**config.mk**
```make
export PLATFORM = sky130hd
export DESIGN_NAME = tbp_fifo
export DESIGN_NICKNAME = d
export VERILOG_FILES = /design/src/hdl/tbp_fifo.sv
export SDC_FILE = /design/constraint.sdc
export NUM_CORES = 1
export LEC_CHECK = 0
export ABC_AREA = 1
export BUFFER_PORTS_ARGS = -buffer_cell sky130_fd_sc_hd__buf_4
export CAP_MARGIN = 20
export CORE_ASPECT_RATIO = 1.25
export CORE_MARGIN = 2
export CORE_UTILIZATION = 47
export CTS_BUF_LIST = sky130_fd_sc_hd__clkbuf_4 sky130_fd_sc_hd__clkbuf_8
export DETAILED_ROUTE_END_ITERATION = 10
export PLACE_DENSITY = 0.75
export SLEW_MARGIN = 20
export SYNTH_ARGS = -nofsm -noshare
export SYNTH_HDL_FRONTEND = slang
export SYNTH_SLANG_ARGS = --single-unit
```
**constraint.sdc**
```tcl
create_clock -name clk -period 1.15 [get_ports clk]
set_input_delay 0.115 -clock clk [delete_from_list [all_inputs] [get_ports clk]]
set_output_delay 0.115 -clock clk [all_outputs]
set_load 0.03 [all_outputs]
```
**src/hdl/tbp_fifo.sv**
```systemverilog
// Two-entry queue that decouples the front part from the back part.
`timescale 1ns / 1ps
module tbp_fifo #(
	parameter int WIDTH = 8
) (
	input  logic             clk,
	input  logic             arst_n,
	input  logic             push,
	input  logic [WIDTH-1:0] push_data,
	input  logic             pop,
	output logic             full,
	output logic             not_empty,
	output logic [WIDTH-1:0] head
);

	logic [WIDTH-1:0] mem_q [2];
	logic             wr_ptr_q;
	logic             rd_ptr_q;
	logic [1:0]       count_q;

	assign full      = (count_q == 2'd2);
	assign not_empty = (count_q != 2'd0);
	assign head      = mem_q[rd_ptr_q];

	always_ff @(posedge clk or negedge arst_n) begin
		if (!arst_n) begin
			wr_ptr_q <= 1'b0;
			rd_ptr_q <= 1'b0;
			count_q  <= 2'd0;
		end else begin
			if (push) wr_ptr_q <= ~wr_ptr_q;
			if (pop) rd_ptr_q <= ~rd_ptr_q;
			if (push && !pop) count_q <= count_q + 2'd1;
			else if (pop && !push) count_q <= count_q - 2'd1;
		end
	end

	always_ff @(posedge clk) begin
		if (push) mem_q[wr_ptr_q] <= push_data;
	end

endmodule

```
==> results.py <==
metrics = {
    "synth": {
        "syn_area_sq_um": 818,
        "seq_area_frac_synth_pct": 70.9,
        "ys_types": 12,
        "yosysTopAreaCellShare_pct": 58.7,
        "ys_ff_latch": 20,
        "netlist.top_cell.by_area": "edfxtp_1",
        "synthFlopType": "edfxtp_1",
        "async_flop_share_pct": 20.0,
        "synth_edf_count": 16,
        "syn-num-nets": 63,
        "post-synth-top-count-cell": "edfxtp_1",
        "synth_common_cells": "edfxtp_1 (16), mux2_4 (8), inv_1 (7)",
        "yosys_warnings": 0,
        "synthCells": 50,
        "synthTopCellsByArea": "edfxtp_1 (59%), mux2_4 (15%), dfrtp_1 (12%), inv_1 (3.2%), nand2_1 (2.8%)",
        "synth_area_per_cell_sq_um": 16.4,
    },
    "sta": {
        "rsz0062_at_grt": "true",
        "worstMarginPinSlew_ns": 0.326,
        "hold_viol": 0,
        "max_freq_mhz": 705,
        "post-route-period-util_pct": 123,
        "fin_crit_ns": 1.42,
        "fin_worst_skew_ns": 0.00348,
        "setup_viol": 8,
        "relSlewSlack_pct": 78.2,
        "setup_slack_ns": -0.268,
        "finalMaxSlewViolations": 0,
    },
    "setup_path": {
        "crit_family": "flip-flops",
        "crit_path_max_fanout": 9,
        "critPathLaunch": "rd_ptr_q",
        "critPathLaunchType": "register",
        "worst_setup_path_end_kind": "output port",
        "worstPathBufferInverterCount": 2,
        "critPathMaxStageDelay_ns": 0.43,
        "slowest_stage": "dfrtp_2",
        "endpoint": "head[4]",
        "worstPathCellList": "buf_12 -> mux2_4 -> buf_6",
        "worst_ep_required_time_ns": 1.03,
        "r2r_cells": 2,
        "crit_type": "register to output port",
        "cp_num_cells": 3,
        "critical_path.reg2reg.startpoint": "wr_ptr_q",
        "r2r_setup_slack_ns": 0.13,
        "cp.arrival_ns": 1.30,
        "r2r_end": "mem_q[1][3]",
    },
    "routing": {
        "num_vias": 480,
        "routedWlPerCell_um": 13.9,
        "drt_iter0_drc": 10,
        "drt-total-wl_um": 1400,
        "firstDrtPassIters": 3,
        "route.detailed.drc": 0,
        "vias_per_cell": 4.75,
        "ant_nets": 0,
    },
    "floorplanning": {
        "start_util_pct": 51.1,
        "io_pins": 22,
        "die-area_sq_um": 2090,
        "die-width_um": 41.3,
        "die_h_um": 50.7,
        "placementRows": 16,
        "coreArea_sq_um": 1600,
    },
    "cts": {
        "clk_latency_ns": 0.28,
        "clockRootBuffer": "clkbuf_4",
        "h-tree-depth": 1,
        "cts_num_sinks": 20,
        "clk_pin_slew_ns": 0.10,
        "numCtsBuffers": 3,
        "cts_tree": "done",
        "cts_buffer_depth": 2,
    },
    "place": {
        "hpwl_um": 1050,
        "place_congestion": 0.591,
        "io_buffers": 21,
    },
    "grt": {
        "grt_first_pass_wirelength_um": 2010,
        "grt-ovfl-total": 0,
        "grt_pass1_vias": 463,
        "grt_max_degree": 11,
        "gr-usage-all-layers_pct": 15.4,
        "antenna_found_initial": 0,
    },
    "run": {
        "cap_violations": 0,
    },
    "pwr": {
        "p_leak_nw": 0.514,
        "powerDensity_nw_per_um2": 2410,
        "total_power_mw": 2.77,
        "peakVddDrop_mv": 1.44,
    },
    "run_status": {
        "status": "complete, but fails checks",
        "violations": "negative setup slack",
    },
    "final_layout": {
        "post-route-util_pct": 71.6,
        "antenna_cells": 0,
        "layout.nets": 98,
        "drive_gt1_share_pct": 47.0,
        "syn_to_final_growth_pct": 40.2,
    },
    "min_path": {
        "hold_depth": 1,
        "min_path_type": "input pin to register",
        "min_from": "push_data[5]",
    },
}
cell families after synthesis:
group                    share of synthesized area (%)
AND/OR/NAND/NOR                                   5.05
adder cells (fa/ha/maj)                           1.53
flip-flops                                        70.9
buffers and inverters                             4.59
XOR/XNOR                                          3.21
multiplexers                                      14.7
what timing repair did:
| item | CTS | global route |
|---|---|---|
| gates cloned | 0 | 0 |
| endpoints found under the hold margin | 4 | 10 |
| pin swaps | 0 | 1 |
| resized for setup | 9 | 3 |
| hold buffers | 1 | 5 |
| setup buffers | 1 | 1 |
| endpoints found under the setup margin | 8 | 10 |
worst min path at each step:
stage | end | slack (ns)
final | mem_q[1][5] | 0.01
after global routing | mem_q[0][0] | 0.0009
after floorplan | count_q[0] | -0.18
after CTS | mem_q[0][2] | 0.003
after global placement | count_q[0] | -0.09
after detailed placement | count_q[0] | -0.08
cells in the final DEF, fill, tap and decap left out, types with 3 or more instances in the layout:
| master | instances |
|---|---|
| buf_4 | 15 |
| buf_6 | 9 |
| clkbuf_4 | 3 |
| dfrtp_1 | 3 |
| dlygate4sd3_1 | 6 |
| edfxtp_1 | 16 |
| inv_1 | 5 |
| mux2_4 | 8 |
| nand2_1 | 6 |
metrics by stage:
step | setup WS (ns) | instances | setup TNS [ns] | hold WS, ns | instance area [sq um]
floorplan | 0.00624 | 50 | 0 | -0.181 | 818
global placement | -0.112 | 90 | -0.859 | -0.0850 | 1000
detailed placement | -0.129 | 90 | -0.945 | -0.0821 | 1000
CTS | -0.272 | 95 | -2.11 | 0.00269 | 1090
global route | -0.318 | 101 | -2.47 | 0.000945 | 1150
finish | -0.268 | 101 | -2.06 | 0.0115 | 1150
routing by layer:
metal	wire length, um	global-route usage (%)	vias to the layer above
met1	504	15.2	225
li1	-	-	238
met4	12	8.06	0
met2	818	27.3	15
met3	66	3.10	2
met5	0	0	-
worst reg2reg max path, stage by stage (launching register included):
cell and delay, ns:
dfrtp_1 0.39, nand2_1 0.06, inv_1 0.25
state kept, by name (all words and copies together) (netlist names):
signal	flops
mem_q	16
rd_ptr_q	1
count_q	2
wr_ptr_q	1
final cells by class:
cell class,count,area [sq um]
timing repair buffer,31,294
multi-input combinational,22,200
sequential,20,582
clock buffer,3,22.5
inverter,7,26.3
tap,18,22.5
fill,120,454
power by group:
group	internal [mW]	switching (mW)	total (mW)
combinational	0.700	0.680	1.38
sequential	0.987	0.0917	1.08
clock	0.122	0.185	0.307
total	1.81	0.957	2.77
Note: power is estimated with default switching activity, not from simulation.
