**src/hdl/tbp_pkg.sv**
```systemverilog
// Shared types and constants for the tournament branch predictor.
`timescale 1ns / 1ps
package tbp_pkg;

	localparam logic [1:0] CMD_BRANCH   = 2'd0;
	localparam logic [1:0] CMD_CALL     = 2'd1;
	localparam logic [1:0] CMD_RETURN   = 2'd2;
	localparam logic [1:0] CMD_INDIRECT = 2'd3;

	localparam logic CFG_LOCAL_EN  = 1'b0;
	localparam logic CFG_GLOBAL_EN = 1'b1;

	// Chooser counters are sized for the largest supported saturation value.
	localparam int CHOOSER_W = 4;

	typedef struct packed {
		logic [1:0]  cmd;
		logic [31:0] branch_pc;
		logic        was_taken;
		logic [31:0] target;
	} tbp_in_t;

	typedef struct packed {
		logic        mispredicted;
		logic        predicted_taken;
		logic [31:0] predicted_target;
		logic [31:0] penalty_count;
	} tbp_out_t;

endpackage

```
**src/hdl/tbp_front.sv**
```systemverilog
// Front part: accepts transactions, runs the return stack and global history, forms indices.
`timescale 1ns / 1ps
module tbp_front import tbp_pkg::*; #(
	parameter int HISTORY_ENTRIES      = 1024,
	parameter int BTB_ENTRIES          = 512,
	parameter int RETURN_STACK_ENTRIES = 16,
	parameter int ENTRY_W              = 8
) (
	input  logic               clk,
	input  logic               arst_n,
	input  logic               in_valid,
	output logic               in_stall,
	input  tbp_in_t            in_data,
	input  logic               busy,
	input  logic               q_full,
	output logic               push,
	output logic [ENTRY_W-1:0] push_data
);

	localparam int HW = $clog2(HISTORY_ENTRIES);
	localparam int BW = $clog2(BTB_ENTRIES);
	localparam int SW = $clog2(RETURN_STACK_ENTRIES);
	localparam logic [HW-1:0] HMASK = HW'(HISTORY_ENTRIES - 1);
	localparam logic [BW-1:0] BMASK = BW'(BTB_ENTRIES - 1);
	localparam logic [SW-1:0] SMASK = SW'(RETURN_STACK_ENTRIES - 1);

	typedef struct packed {
		logic [1:0]    cmd;
		logic          taken;
		logic [31:0]   target;
		logic [HW-1:0] hs;
		logic [HW-1:0] hd;
		logic [BW-1:0] bidx;
		logic [31:0]   ret_target;
		logic          backward;
	} entry_t;

	logic [31:0]   stack_q [RETURN_STACK_ENTRIES];
	logic [SW-1:0] sp_q;
	logic [HW-1:0] ghist_q;
	logic [SW-1:0] sp_dn;
	logic [SW-1:0] sp_up;
	logic          is_br;
	entry_t        e;

	assign in_stall = busy || q_full;
	assign push     = in_valid && !in_stall;
	assign sp_dn    = (sp_q - SW'(1)) & SMASK;
	assign sp_up    = (sp_q + SW'(1)) & SMASK;
	assign is_br    = (in_data.cmd == CMD_BRANCH) || (in_data.cmd == CMD_CALL);

	always_comb begin
		e.cmd        = in_data.cmd;
		e.taken      = in_data.was_taken;
		e.target     = in_data.target;
		e.hs         = in_data.branch_pc[HW-1:0] & HMASK;
		e.hd         = (e.hs ^ ghist_q) & HMASK;
		e.bidx       = in_data.branch_pc[BW-1:0] & BMASK;
		e.ret_target = stack_q[sp_dn];
		e.backward   = (in_data.target <= in_data.branch_pc);
	end

	assign push_data = ENTRY_W'(e);

	always_ff @(posedge clk or negedge arst_n) begin
		if (!arst_n) begin
			sp_q    <= '0;
			ghist_q <= '0;
			for (int i = 0; i < RETURN_STACK_ENTRIES; i++) stack_q[i] <= '0;
		end else if (push) begin
			case (in_data.cmd)
				CMD_RETURN, CMD_INDIRECT: sp_q <= sp_dn;
				CMD_CALL: begin
					if (in_data.was_taken) begin
						stack_q[sp_q] <= in_data.branch_pc + 32'd1;
						sp_q          <= sp_up;
					end
				end
				default: ;
			endcase
			if (is_br) ghist_q <= {ghist_q[HW-2:0], in_data.was_taken} & HMASK;
		end
	end

endmodule

```
**config.mk**
```make
export PLATFORM = sky130hd
export DESIGN_NAME = tbp_front
export DESIGN_NICKNAME = d
export VERILOG_FILES = /design/src/hdl/tbp_pkg.sv /design/src/hdl/tbp_front.sv
export SDC_FILE = /design/constraint.sdc
export NUM_CORES = 1
export LEC_CHECK = 0
export BUFFER_PORTS_ARGS = -buffer_cell sky130_fd_sc_hd__buf_2
export CAP_MARGIN = 20
export CORE_AREA = 2 2 122 88
export DETAILED_ROUTE_END_ITERATION = 8
export DIE_AREA = 0 0 124 90
export GPL_TIMING_DRIVEN = 0
export HOLD_SLACK_MARGIN = 0.08
export PLACE_DENSITY = 0.95
export SYNTH_ARGS = -nofsm -noshare
export SYNTH_HDL_FRONTEND = slang
export SYNTH_SLANG_ARGS = --single-unit
export TNS_END_PERCENT = 20
```
**constraint.sdc**
```tcl
create_clock -name clk -period 4.3 [get_ports clk]
set_input_delay 0 -clock clk [delete_from_list [all_inputs] [get_ports clk]]
set_output_delay 0 -clock clk [all_outputs]
set_load 0.02 [all_outputs]
```
==> flow_metrics.py, run 1 <==
metrics = {
    "timing": {
        "setup_tns_ps": 0,
        "period_needed_ps": 3653,
        "clock.fmax_mhz": 273.8,
        "relSlewSlack_pct": 47.00,
        "holdWs_ps": 102.5,
        "hold_viol": 0,
        "skew_ps": 5.683,
        "setup_viol": 0,
        "worst_slack_ps": 647.1,
        "report.final.slew_viol_count": 0,
        "worst_pin_slew_ps": 789.3,
        "rsz0062_at_grt": "no",
        "finalCritPeriodShare_pct": 84.95,
    },
    "placed_design": {
        "dpl_worst_slack_ps": 1140,
        "post_dp_cell_area_um2": 6759,
        "gp_congestion": 0.8678,
        "dp_hpwl_um": 11440,
        "dpl.cell_count": 779,
        "port_buffers": 81,
    },
    "layout": {
        "final_nets": 778,
        "final_cells": 811,
        "drive_gt1_share_pct": 20.77,
        "area_growth_pct": 19.48,
        "multi_input_area_um2": 2975,
        "regArea_um2": 2903,
        "filler_cell_count": 645,
        "n_antenna_cell": 0,
        "fin_area_um2": 7358,
    },
    "grt": {
        "grt_max_degree": 73,
        "grt_pass1_vias": 5194,
        "grt-ovfl-total": 0,
        "grt_pass1_wl_um": 25760,
        "antenna_found_initial": 0,
        "track_usage_pct": 30.78,
    },
    "clocking": {
        "cts.sinks": 116,
        "clk_latency_ps": 420,
        "clock_path_buffers": 2,
        "htreeDepth": 4,
        "hold_buffers": 2,
        "cts_tree": "done",
        "post_cts_buffers": 0,
        "post_cts_resized": 0,
        "cts_root_buffer": "clkbuf_16",
        "clk_pin_slew_worst_paths_ps": 50,
        "cts_buffers": 17,
    },
    "worst_setup_path": {
        "crit_start": "sp_q[0]",
        "critical_path_arrival_ps": 3650,
        "cpMaxStageDelayCell": "dfrtp_1",
        "cp_data_required_time_ps": 4300,
        "worst-setup-path-type": "register to primary output",
        "r2r_end": "sp_q[1]",
        "rr_startpoint": "sp_q[0]",
        "start_kind": "register",
        "path_max_fanout": 10,
        "cp_top_family": "buffers and inverters",
        "max_stage_delay_ps": 530,
        "reg2reg_setup_slack_ps": 1760,
        "cp-end-kind": "primary output",
        "r2r_cells": 8,
        "crit_chain": "buf_6, inv_1, ha_1, clkbuf_1, buf_2, mux4_2, mux4_2, buf_2",
        "crit_buf_inv": 5,
    },
    "synth": {
        "syn-cell-area_um2": 6158,
        "syn-num-nets": 675,
        "syn_avg_cell_area_um2": 10.90,
        "synth.yosys.seq_area_share_pct": 47.14,
        "ys_seq_elements": 116,
        "yosysTopAreaCellShare_pct": 47.14,
        "synth_area_leaders": "dfrtp_1 (47%), o21ai_1 (8.0%), ha_1 (7.7%), nand2_1 (7.1%), mux4_2 (6.9%)",
        "synth_area_leader_cell": "dfrtp_1",
        "yosysWarnings": 0,
        "syn-instance-count": 565,
        "yosysUniqueCellTypes": 33,
    },
    "pwr": {
        "cellLeakagePower_nw": 3.647,
        "intPower_mw": 2.596,
        "power_density_nw_per_um2": 510.6,
        "clockPowerShare_pct": 36.9,
        "seq_power_share_pct": 34.3,
        "swShare_pct": 30.90,
        "pwr-share-comb_pct": 28.8,
        "ir_drop_mv": 0.2868,
        "power_switching_mw": 1.161,
    },
    "routing": {
        "routed_wl_um": 16040,
        "drc": 0,
        "vias": 4986,
        "drt-wirelength-per-cell_um": 19.78,
        "ant_nets": 0,
        "vias_per_cell": 6.148,
        "drt-initial-drc-count": 421,
        "drt_pass1_iterations": 5,
    },
    "min_path": {
        "hp-start": "in_data[66]",
        "hp-class": "input pin to register",
        "min_path_cells": 4,
        "min_to": "sp_q[1]",
    },
    "floorplanning": {
        "fp.dieH_um": 90,
        "core.rowCount": 31,
        "num_io_pins": 82,
        "initial_core_util_pct": 61.07,
        "core_area_um2": 10080,
        "fp.dieW_um": 124,
        "dieArea_um2": 11160,
    },
    "status": {
        "status": "completed",
    },
    "run": {
        "drv_cap": 0,
    },
}
==> how the worst max path moves through the flow <==
stage,endpoint,slack (ps),cells after the start
3_3_place_gp,push_data[2],1230,8
2_1_floorplan,push_data[1],1880,7
3_5_place_dp,push_data[4],1140,8
6_report,push_data[4],650,8
5_1_grt,push_data[4],540,8
4_1_cts,push_data[4],670,8
==> Yosys cell counts <==
library cell and n:
nand2b_1 1, or2_2 1, ha_1 38, nor2b_1 6, nor3_1 1, nand4_1 6
xnor2_1 8, nor3b_2 1, mux2_2 1, nor2_1 5, mux4_2 19, o21ai_1 98
o21ai_0 5, and3_1 2, nand3_1 9, buf_2 5, o22ai_1 1, nand2_1 117
mux4_1 16, and4_1 7, or4_1 1, xnor2_2 3, dfrtp_1 116, buf_6 3
a2111o_1 1, clkbuf_1 24, mux2_1 16, inv_1 35, a21oi_1 13, o211ai_1 1
a311oi_1 1, a221oi_1 3, nand4bb_1 1
==> metal layers <==
| layer | global-route usage, % | share of wire (%) | vias up |
|---|---|---|---|
| li1 | - | - | 2228 |
| met1 | 39.05 | 40 | 2427 |
| met2 | 50.92 | 49 | 291 |
| met3 | 9.835 | 9.0 | 40 |
| met4 | 8.708 | 1.6 | 0 |
| met5 | 0 | 0 | - |
==> cells by family (layout without fill, tap and decap cells) <==
family / count (synthesis) / in the layout / synth area share (%)
AND/OR/NAND/NOR: 158 / 158 / 11.38
flip-flops: 116 / 116 / 47.14
AO/OA/AOI/OAI: 123 / 123 / 10.40
adder cells (fa/ha/maj): 38 / 38 / 7.721
multiplexers: 52 / 52 / 16.88
buffers and inverters: 67 / 181 / 4.551
XOR/XNOR: 11 / 11 / 1.930
==> power by group through the flow <==
| stage | registers (mW) | clock network, mW | logic, mW |
|---|---|---|---|
| 3_5_place_dp | 1.30 | 0 | 1.06 |
| 4_1_cts | 1.29 | 1.39 | 1.08 |
| 6_report | 1.29 | 1.39 | 1.08 |
| 5_1_grt | 1.30 | 1.44 | 1.16 |
| 2_1_floorplan | 1.27 | 0 | 0.754 |
| 3_3_place_gp | 1.28 | 0 | 0.992 |
==> placed cells by master (no fill, tap or decap), types with 2 or more instances in the layout <==
| cell type | count |
|---|---|
| a21oi_1 | 13 |
| a221oi_1 | 3 |
| and3_1 | 2 |
| and4_1 | 7 |
| buf_2 | 85 |
| buf_6 | 3 |
| bufinv_16 | 2 |
| clkbuf_1 | 28 |
| clkbuf_16 | 17 |
| clkbuf_8 | 5 |
| clkinv_2 | 2 |
| dfrtp_1 | 116 |
| dlygate4sd3_1 | 2 |
| ha_1 | 38 |
| inv_1 | 35 |
| mux2_1 | 16 |
| mux4_1 | 16 |
| mux4_2 | 19 |
| nand2_1 | 117 |
| nand3_1 | 9 |
| nand4_1 | 6 |
| nor2_1 | 5 |
| nor2b_1 | 6 |
| o21ai_0 | 5 |
| o21ai_1 | 98 |
| xnor2_1 | 8 |
| xnor2_2 | 3 |
==> flip-flops by register name, indices dropped and copies added, names as in the netlist <==
register and flops:
sp_q 4, stack_q 112
==> worst register-to-register path: cells and delay by family, from the launching register on <==
kind,cells,cell delay (ps)
AOI/OAI and AO/OA,1,80
xor gates and xnor gates,1,160
adders and majority gates,1,320
buffers and inverters,4,1310
DFF,1,530
and+or+nand+nor,1,70
==> metrics by stage <==
stage | total power, mW | util (%)
3_3_place_gp | 2.276 | 66.72
6_report | 3.757 | 72.97
3_5_place_dp | 2.355 | 67.02
5_1_grt | 3.904 | 72.97
4_1_cts | 3.751 | 72.97
2_1_floorplan | 2.025 | -
==> cell type report <==
type                    count  area share [%]
plain buffers              32           2.023
clock buffers              26           6.921
clock inverters             4          0.9522
inverters                  35           1.785
multi-input cells         382           40.44
flip-flops and latches    116           39.45
well taps                 132           2.245
repair buffers             84           6.189
Power figures use the tool's default switching activity.
==> inputs of run 2 (changes only) <==
--- a/config.mk
+++ b/config.mk
@@ -5,14 +5,15 @@
 export SDC_FILE = /design/constraint.sdc
 export NUM_CORES = 1
 export LEC_CHECK = 0
+export ABC_AREA = 1
 export BUFFER_PORTS_ARGS = -buffer_cell sky130_fd_sc_hd__buf_2
 export CAP_MARGIN = 20
-export CORE_AREA = 2 2 122 88
+export CORE_AREA = 2 2 129 93
 export DETAILED_ROUTE_END_ITERATION = 8
-export DIE_AREA = 0 0 124 90
+export DIE_AREA = 0 0 131 95
 export GPL_TIMING_DRIVEN = 0
 export HOLD_SLACK_MARGIN = 0.08
-export PLACE_DENSITY = 0.95
+export PLACE_DENSITY = 0.89
 export SYNTH_ARGS = -nofsm -noshare
 export SYNTH_HDL_FRONTEND = slang
 export SYNTH_SLANG_ARGS = --single-unit
==> constraint.sdc (replaced) <==
create_clock -name clk -period 3.75 [get_ports clk]
set_input_delay 0 -clock clk [delete_from_list [all_inputs] [get_ports clk]]
set_output_delay 0 -clock clk [all_outputs]
set_load 0.02 [all_outputs]
==> flow_metrics.py, run 2 <==
metrics = {
    "clocking": {
        "cts_root_buffer": "clkbuf_16",
        "cts_tree": "done",
        "clk_pin_slew_worst_paths_ps": 60,
        "clock_path_buffers": 2,
        "cts.sinks": 116,
        "clk_latency_ps": 430,
        "post_cts_resized": 0,
        "htreeDepth": 4,
        "cts_buffers": 17,
    },
    "synth": {
        "synth.yosys.seq_area_share_pct": 45.65,
        "ys_seq_elements": 116,
        "synth_area_leader_cell": "dfrtp_1",
        "syn_avg_cell_area_um2": 7.968,
        "ys_top_cells_by_count": "o21ai_0 (173), nand2_1 (165), dfrtp_1 (116), nor2_1 (103), inv_1 (54)",
        "synthArstFlopShare_pct": 100.0,
        "syn-instance-count": 798,
        "yosysMostFrequentCell": "o21ai_0",
        "yosysWarnings": 0,
        "synth_edf_count": 0,
        "yosysUniqueCellTypes": 31,
        "synth_ff_type": "dfrtp_1",
        "syn-num-nets": 908,
        "yosysTopAreaCellShare_pct": 45.65,
        "syn-cell-area_um2": 6359,
        "synth_area_leaders": "dfrtp_1 (46%), o21ai_0 (14%), nand2_1 (9.7%), ha_1 (7.5%), nor2_1 (6.1%)",
    },
    "min_path": {
        "hp-class": "input pin to register",
    },
    "layout": {
        "final_cell_mix": "o21ai_0 (173), nand2_1 (165), dfrtp_1 (116)",
        "filler_cell_count": 856,
        "regArea_um2": 2903,
        "top_register": "stack_q",
        "area_growth_pct": 21.80,
        "n_antenna_cell": 0,
        "final_common_cell": "o21ai_0",
        "multi_input_area_um2": 3014,
        "largestRegisters": "stack_q: 112 flops, sp_q: 4 flops",
        "drive_gt1_share_pct": 17.43,
        "largest_register_ff_count": 112,
        "final_nets": 1015,
    },
    "routing": {
        "top_layer": "met4",
        "ant_nets": 0,
        "drt-wirelength-per-cell_um": 17.73,
        "met1_length_um": 7962,
        "drc": 0,
        "drt_pass1_iterations": 7,
        "vias": 6189,
        "vias_per_cell": 5.757,
        "drt-initial-drc-count": 826,
        "wl_met2_um": 8440,
        "dr_wl_met3_um": 2097,
        "routed_wl_um": 19060,
    },
    "floorplanning": {
        "core_area_um2": 11350,
        "core.rowCount": 33,
        "fp.dieH_um": 95,
        "dieArea_um2": 12450,
        "fp.dieW_um": 131,
        "num_io_pins": 82,
        "initial_core_util_pct": 56.00,
    },
    "worst_setup_path": {
        "cp-end-kind": "primary output",
        "critical_path_arrival_ps": 3440,
        "start_kind": "register",
        "worst-setup-path-type": "register to primary output",
        "cp_data_required_time_ps": 3750,
        "reg2reg_setup_slack_ps": 860,
        "path_max_fanout": 12,
    },
    "grt": {
        "grt-ovfl-total": 0,
        "antenna_found_initial": 0,
        "grt_max_degree": 69,
        "grt_pass1_vias": 5926,
        "grt_pass1_wl_um": 29930,
        "track_usage_pct": 32.70,
    },
    "pwr": {
        "cellLeakagePower_nw": 3.799,
        "ir_drop_mv": 0.6341,
        "intPower_mw": 3.515,
        "swShare_pct": 41.11,
        "seq_power_share_pct": 25.1,
        "power_switching_mw": 2.454,
        "pwr-share-comb_pct": 42.8,
        "clockPowerShare_pct": 32.0,
        "power_density_nw_per_um2": 770.7,
    },
    "timing": {
        "period_needed_ps": 3439,
        "rsz0062_at_grt": "no",
        "setup_viol": 0,
        "hold_viol": 0,
        "holdWs_ps": 106.1,
        "worst_pin_slew_ps": 786.1,
        "setup_tns_ps": 0,
        "report.final.slew_viol_count": 0,
        "skew_ps": 9.228,
        "clock.fmax_mhz": 290.8,
        "finalCritPeriodShare_pct": 91.71,
        "relSlewSlack_pct": 47.42,
    },
    "placed_design": {
        "port_buffers": 81,
        "gp_congestion": 0.9696,
        "dp_hpwl_um": 13100,
    },
    "run": {
        "drv_cap": 0,
    },
    "status": {
        "status": "completed",
    },
}
run 2: cell types whose count changed in the layout (fill, tap and decap cells not counted), sizes merged, moves of 7 or more:
cell,before,now
o211ai,1,14
clkbuf,50,35
inv,35,59
mux4,35,0
xor2,0,9
buf,90,114
xnor2,11,1
nor2,5,107
and4,7,0
mux2,17,0
nand2,117,166
o21ai,103,208
run 2: layout make-up:
type / instances / share of cell area [%]
buffer: 43 / 2.843
clock buffer: 24 / 6.478
clock inverter: 8 / 2.488
inverter: 59 / 2.859
multi-input combinational: 580 / 38.92
sequential: 116 / 37.48
tap: 157 / 2.536
timing repair buffer: 88 / 6.397
run 2: power by group through the flow:
stage | combinational [mW] | sequential [mW] | clock [mW]
2_1_floorplan | 1.61 | 1.47 | 0
3_3_place_gp | 2.36 | 1.50 | 0
3_5_place_dp | 2.41 | 1.51 | 0
4_1_cts | 2.46 | 1.49 | 1.91
5_1_grt | 2.75 | 1.51 | 1.98
6_report | 2.56 | 1.50 | 1.91
run 2: what timing repair did:
action                    in CTS  in global routing
hold buffers                   6                  0
buffers inserted               0                  0
hold endpoints to repair      57                  0
run 2: per-stage QoR:
stage / cells / setup WS (ps) / utilization (%) / instance area [µm²] / total power, mW
3_3_place_gp: 1036 / 1014 / 61.30 / 6960 / 3.860
4_1_cts: 1075 / 507.3 / 68.21 / 7745 / 5.864
5_1_grt: 1075 / 232.3 / 68.21 / 7745 / 6.234
3_5_place_dp: 1037 / 1007 / 61.56 / 6990 / 3.912
6_report: 1075 / 310.9 / 68.21 / 7745 / 5.969
2_1_floorplan: 798 / 1666 / - / 6359 / 3.079
run 2: logic make-up (layout without fill, tap and decap cells):
kind of cell	count (synthesis)	count (layout)	share of synthesized area [%]
AO/OA/AOI/OAI	242	242	19.80
XOR/XNOR	10	10	1.614
adder cells (fa/ha/maj)	38	38	7.477
buffers and inverters	102	222	6.946
flip-flops	116	116	45.65
AND/OR/NAND/NOR	290	290	18.52
run 2: per-layer routing:
metal | track usage, % | vias up
li1 | - | 2855
met2 | 49.18 | 350
met4 | 13.65 | 0
met3 | 10.08 | 61
met1 | 44.05 | 2923
met5 | 0 | -
run 2: worst paths after layout:
check                             start  cells after the start      endpoint
setup / recovery                sp_q[0]                     11  push_data[7]
hold / removal                 in_valid                      4       sp_q[0]
setup reg to reg                sp_q[0]                     10       sp_q[2]
hold reg to reg            stack_q[416]                      2  stack_q[416]
max in group asynchronous        arst_n                      3  stack_q[294]
min in group asynchronous        arst_n                      2   stack_q[37]
run 2: critical path, stage by stage (launching register included):
cell and delay [ps]:
dfrtp_1 530, inv_2 110, buf_2 200, buf_2 220, ha_1 340, buf_2 230
buf_2 300, o21ai_0 150, o21ai_0 370, nor2_1 80, o21ai_1 260, buf_2 220
==> inputs of run 3 (changes only) <==
--- a/config.mk
+++ b/config.mk
@@ -14,6 +14,7 @@
 export GPL_TIMING_DRIVEN = 0
 export HOLD_SLACK_MARGIN = 0.08
 export PLACE_DENSITY = 0.89
+export SLEW_MARGIN = 20
 export SYNTH_ARGS = -nofsm -noshare
 export SYNTH_HDL_FRONTEND = slang
 export SYNTH_SLANG_ARGS = --single-unit
==> constraint.sdc (replaced) <==
create_clock -name clk -period 3.35 [get_ports clk]
set_input_delay 0 -clock clk [delete_from_list [all_inputs] [get_ports clk]]
set_output_delay 0 -clock clk [all_outputs]
set_load 0.02 [all_outputs]
==> flow_metrics.py, run 3 (synthesis gave the netlist of run 2 again) <==
metrics = {
    "clocking": {
        "clk_pin_slew_worst_paths_ps": 60,
        "cts_tree": "done",
        "cts.sinks": 116,
        "clk_latency_ps": 430,
        "cts_root_buffer": "clkbuf_16",
        "htreeDepth": 4,
        "cts_buffers": 17,
        "post_cts_buffers": 0,
        "clock_path_buffers": 2,
    },
    "worst_setup_path": {
        "cp-end-kind": "primary output",
        "r2r_cells": 10,
        "r2r_end": "sp_q[2]",
        "start_kind": "register",
        "reg2reg_setup_slack_ps": 570,
        "cp_data_required_time_ps": 3350,
        "rr_startpoint": "sp_q[0]",
        "critical_path_arrival_ps": 3290,
        "worst-setup-path-type": "register to primary output",
        "path_max_fanout": 12,
    },
    "floorplanning": {
        "fp.dieH_um": 95,
        "dieArea_um2": 12450,
        "num_io_pins": 82,
        "core_area_um2": 11350,
        "fp.dieW_um": 131,
        "initial_core_util_pct": 56.00,
        "core.rowCount": 33,
    },
    "pwr": {
        "ir_drop_mv": 0.7766,
        "finalPower_mw": 6.667,
        "cellLeakagePower_nw": 3.800,
        "power_density_nw_per_um2": 860.0,
    },
    "timing": {
        "skew_ps": 10.29,
        "finalCritPeriodShare_pct": 98.15,
        "rsz0062_at_grt": "no",
        "setup_viol": 0,
        "setup_tns_ps": 0,
        "clock.fmax_mhz": 304.1,
        "relSlewSlack_pct": 45.63,
        "worst_pin_slew_ps": 812.8,
        "report.final.slew_viol_count": 0,
        "period_needed_ps": 3288,
        "hold_viol": 0,
    },
    "layout": {
        "drive_gt1_share_pct": 17.54,
        "filler_cell_count": 879,
        "n_antenna_cell": 0,
        "largest_register_ff_count": 112,
        "final_common_cell": "o21ai_0",
        "final_nets": 1015,
        "top_register": "stack_q",
        "largestRegisters": "stack_q: 112 flops, sp_q: 4 flops",
        "area_growth_pct": 21.92,
        "final_cell_mix": "o21ai_0 (172), nand2_1 (165), dfrtp_1 (115)",
    },
    "routing": {
        "drt-wirelength-per-cell_um": 17.54,
        "vias": 6229,
        "drt_pass1_iterations": 6,
        "drc": 0,
        "drt-initial-drc-count": 791,
        "routed_wl_um": 18860,
        "ant_nets": 0,
        "vias_per_cell": 5.794,
    },
    "grt": {
        "track_usage_pct": 32.92,
        "grt-ovfl-total": 0,
        "antenna_found_initial": 0,
        "grt_pass1_vias": 5955,
        "grt_pass1_wl_um": 30060,
        "grt_max_degree": 69,
    },
    "placed_design": {
        "dp_hpwl_um": 13080,
        "gp_congestion": 0.9696,
        "port_buffers": 81,
    },
    "min_path": {
        "hp-class": "input pin to async pin",
    },
    "run": {
        "drv_cap": 0,
    },
    "status": {
        "status": "completed",
    },
}
==> run 3: cell count changes in the layout (fill, tap and decap cells not counted) <==
| cell | delta |
|---|---|
| buf_2 | -1 |
| buf_4 | -1 |
| buf_6 | +1 |
| clkbuf_4 | +1 |
| dfrtp_1 | -1 |
| dfrtp_2 | +1 |
| o21ai_0 | -1 |
| o21ai_1 | +1 |
==> run 3: what timing repair did <==
item,4_1_cts,5_1_grt
setup endpoints to repair,0,4
gates resized for setup,0,3
hold endpoints to repair,125,0
hold buffers,6,0
==> run 3: critical path, cell delays in order, from the launching register on <==
cell and delay (ps):
dfrtp_2 450, inv_2 80, buf_2 180, clkbuf_4 220
ha_1 340, buf_2 230, buf_2 280, o21ai_0 120
o21ai_0 370, nor2_1 80, o21ai_1 270, buf_2 220
==> run 3: how the worst max path moves through the flow <==
stage	startpoint	end	slack, ps	depth (start not counted)
3_3_place_gp	sp_q[0]	push_data[7]	610	11
2_1_floorplan	sp_q[0]	push_data[1]	1270	11
6_report	sp_q[0]	push_data[7]	60	11
3_5_place_dp	sp_q[0]	push_data[3]	620	12
5_1_grt	sp_q[0]	push_data[7]	20	12
4_1_cts	sp_q[0]	push_data[7]	120	12
==> run 3: where the power goes <==
group / internal, mW / switching (mW)
registers: 1.55 / 0.123
logic: 0.900 / 1.95
clock network: 1.49 / 0.654
==> run 3: metrics by stage <==
| stage | utilization, % | instances | hold WS, ps | setup WS [ps] | area, µm² |
|---|---|---|---|---|---|
| 5_1_grt | 68.28 | 1075 | 134.4 | 22.91 | 7752 |
| 2_1_floorplan | - | 798 | -295.6 | 1266 | 6359 |
| 3_5_place_dp | 61.60 | 1037 | -32.55 | 615.6 | 6994 |
| 6_report | 68.28 | 1075 | 85.97 | 62.03 | 7752 |
| 4_1_cts | 68.24 | 1075 | 93.92 | 119.5 | 7749 |
| 3_3_place_gp | 61.30 | 1036 | 297.6 | 613.5 | 6960 |
==> run 3: per-layer routing <==
layer  part of all wire [%]  global-route usage (%)  routed length, µm
met5                      0                       0                  0
met4                    3.0                   13.39                570
met3                     12                   11.16               2259
met2                     44                   48.83               8348
met1                     41                   44.44               7677
==> run 3: layout make-up <==
type	count	area (µm²)	area share, %
Buffer	43	222.7	2.873
Clock buffer	24	501.7	6.472
Clock inverter	8	192.7	2.485
Inverter	59	221.5	2.857
Multi-Input combinational cell	580	3014	38.88
Sequential cell	116	2904	37.46
Tap cell	157	196.4	2.534
Timing Repair Buffer	88	499.2	6.440
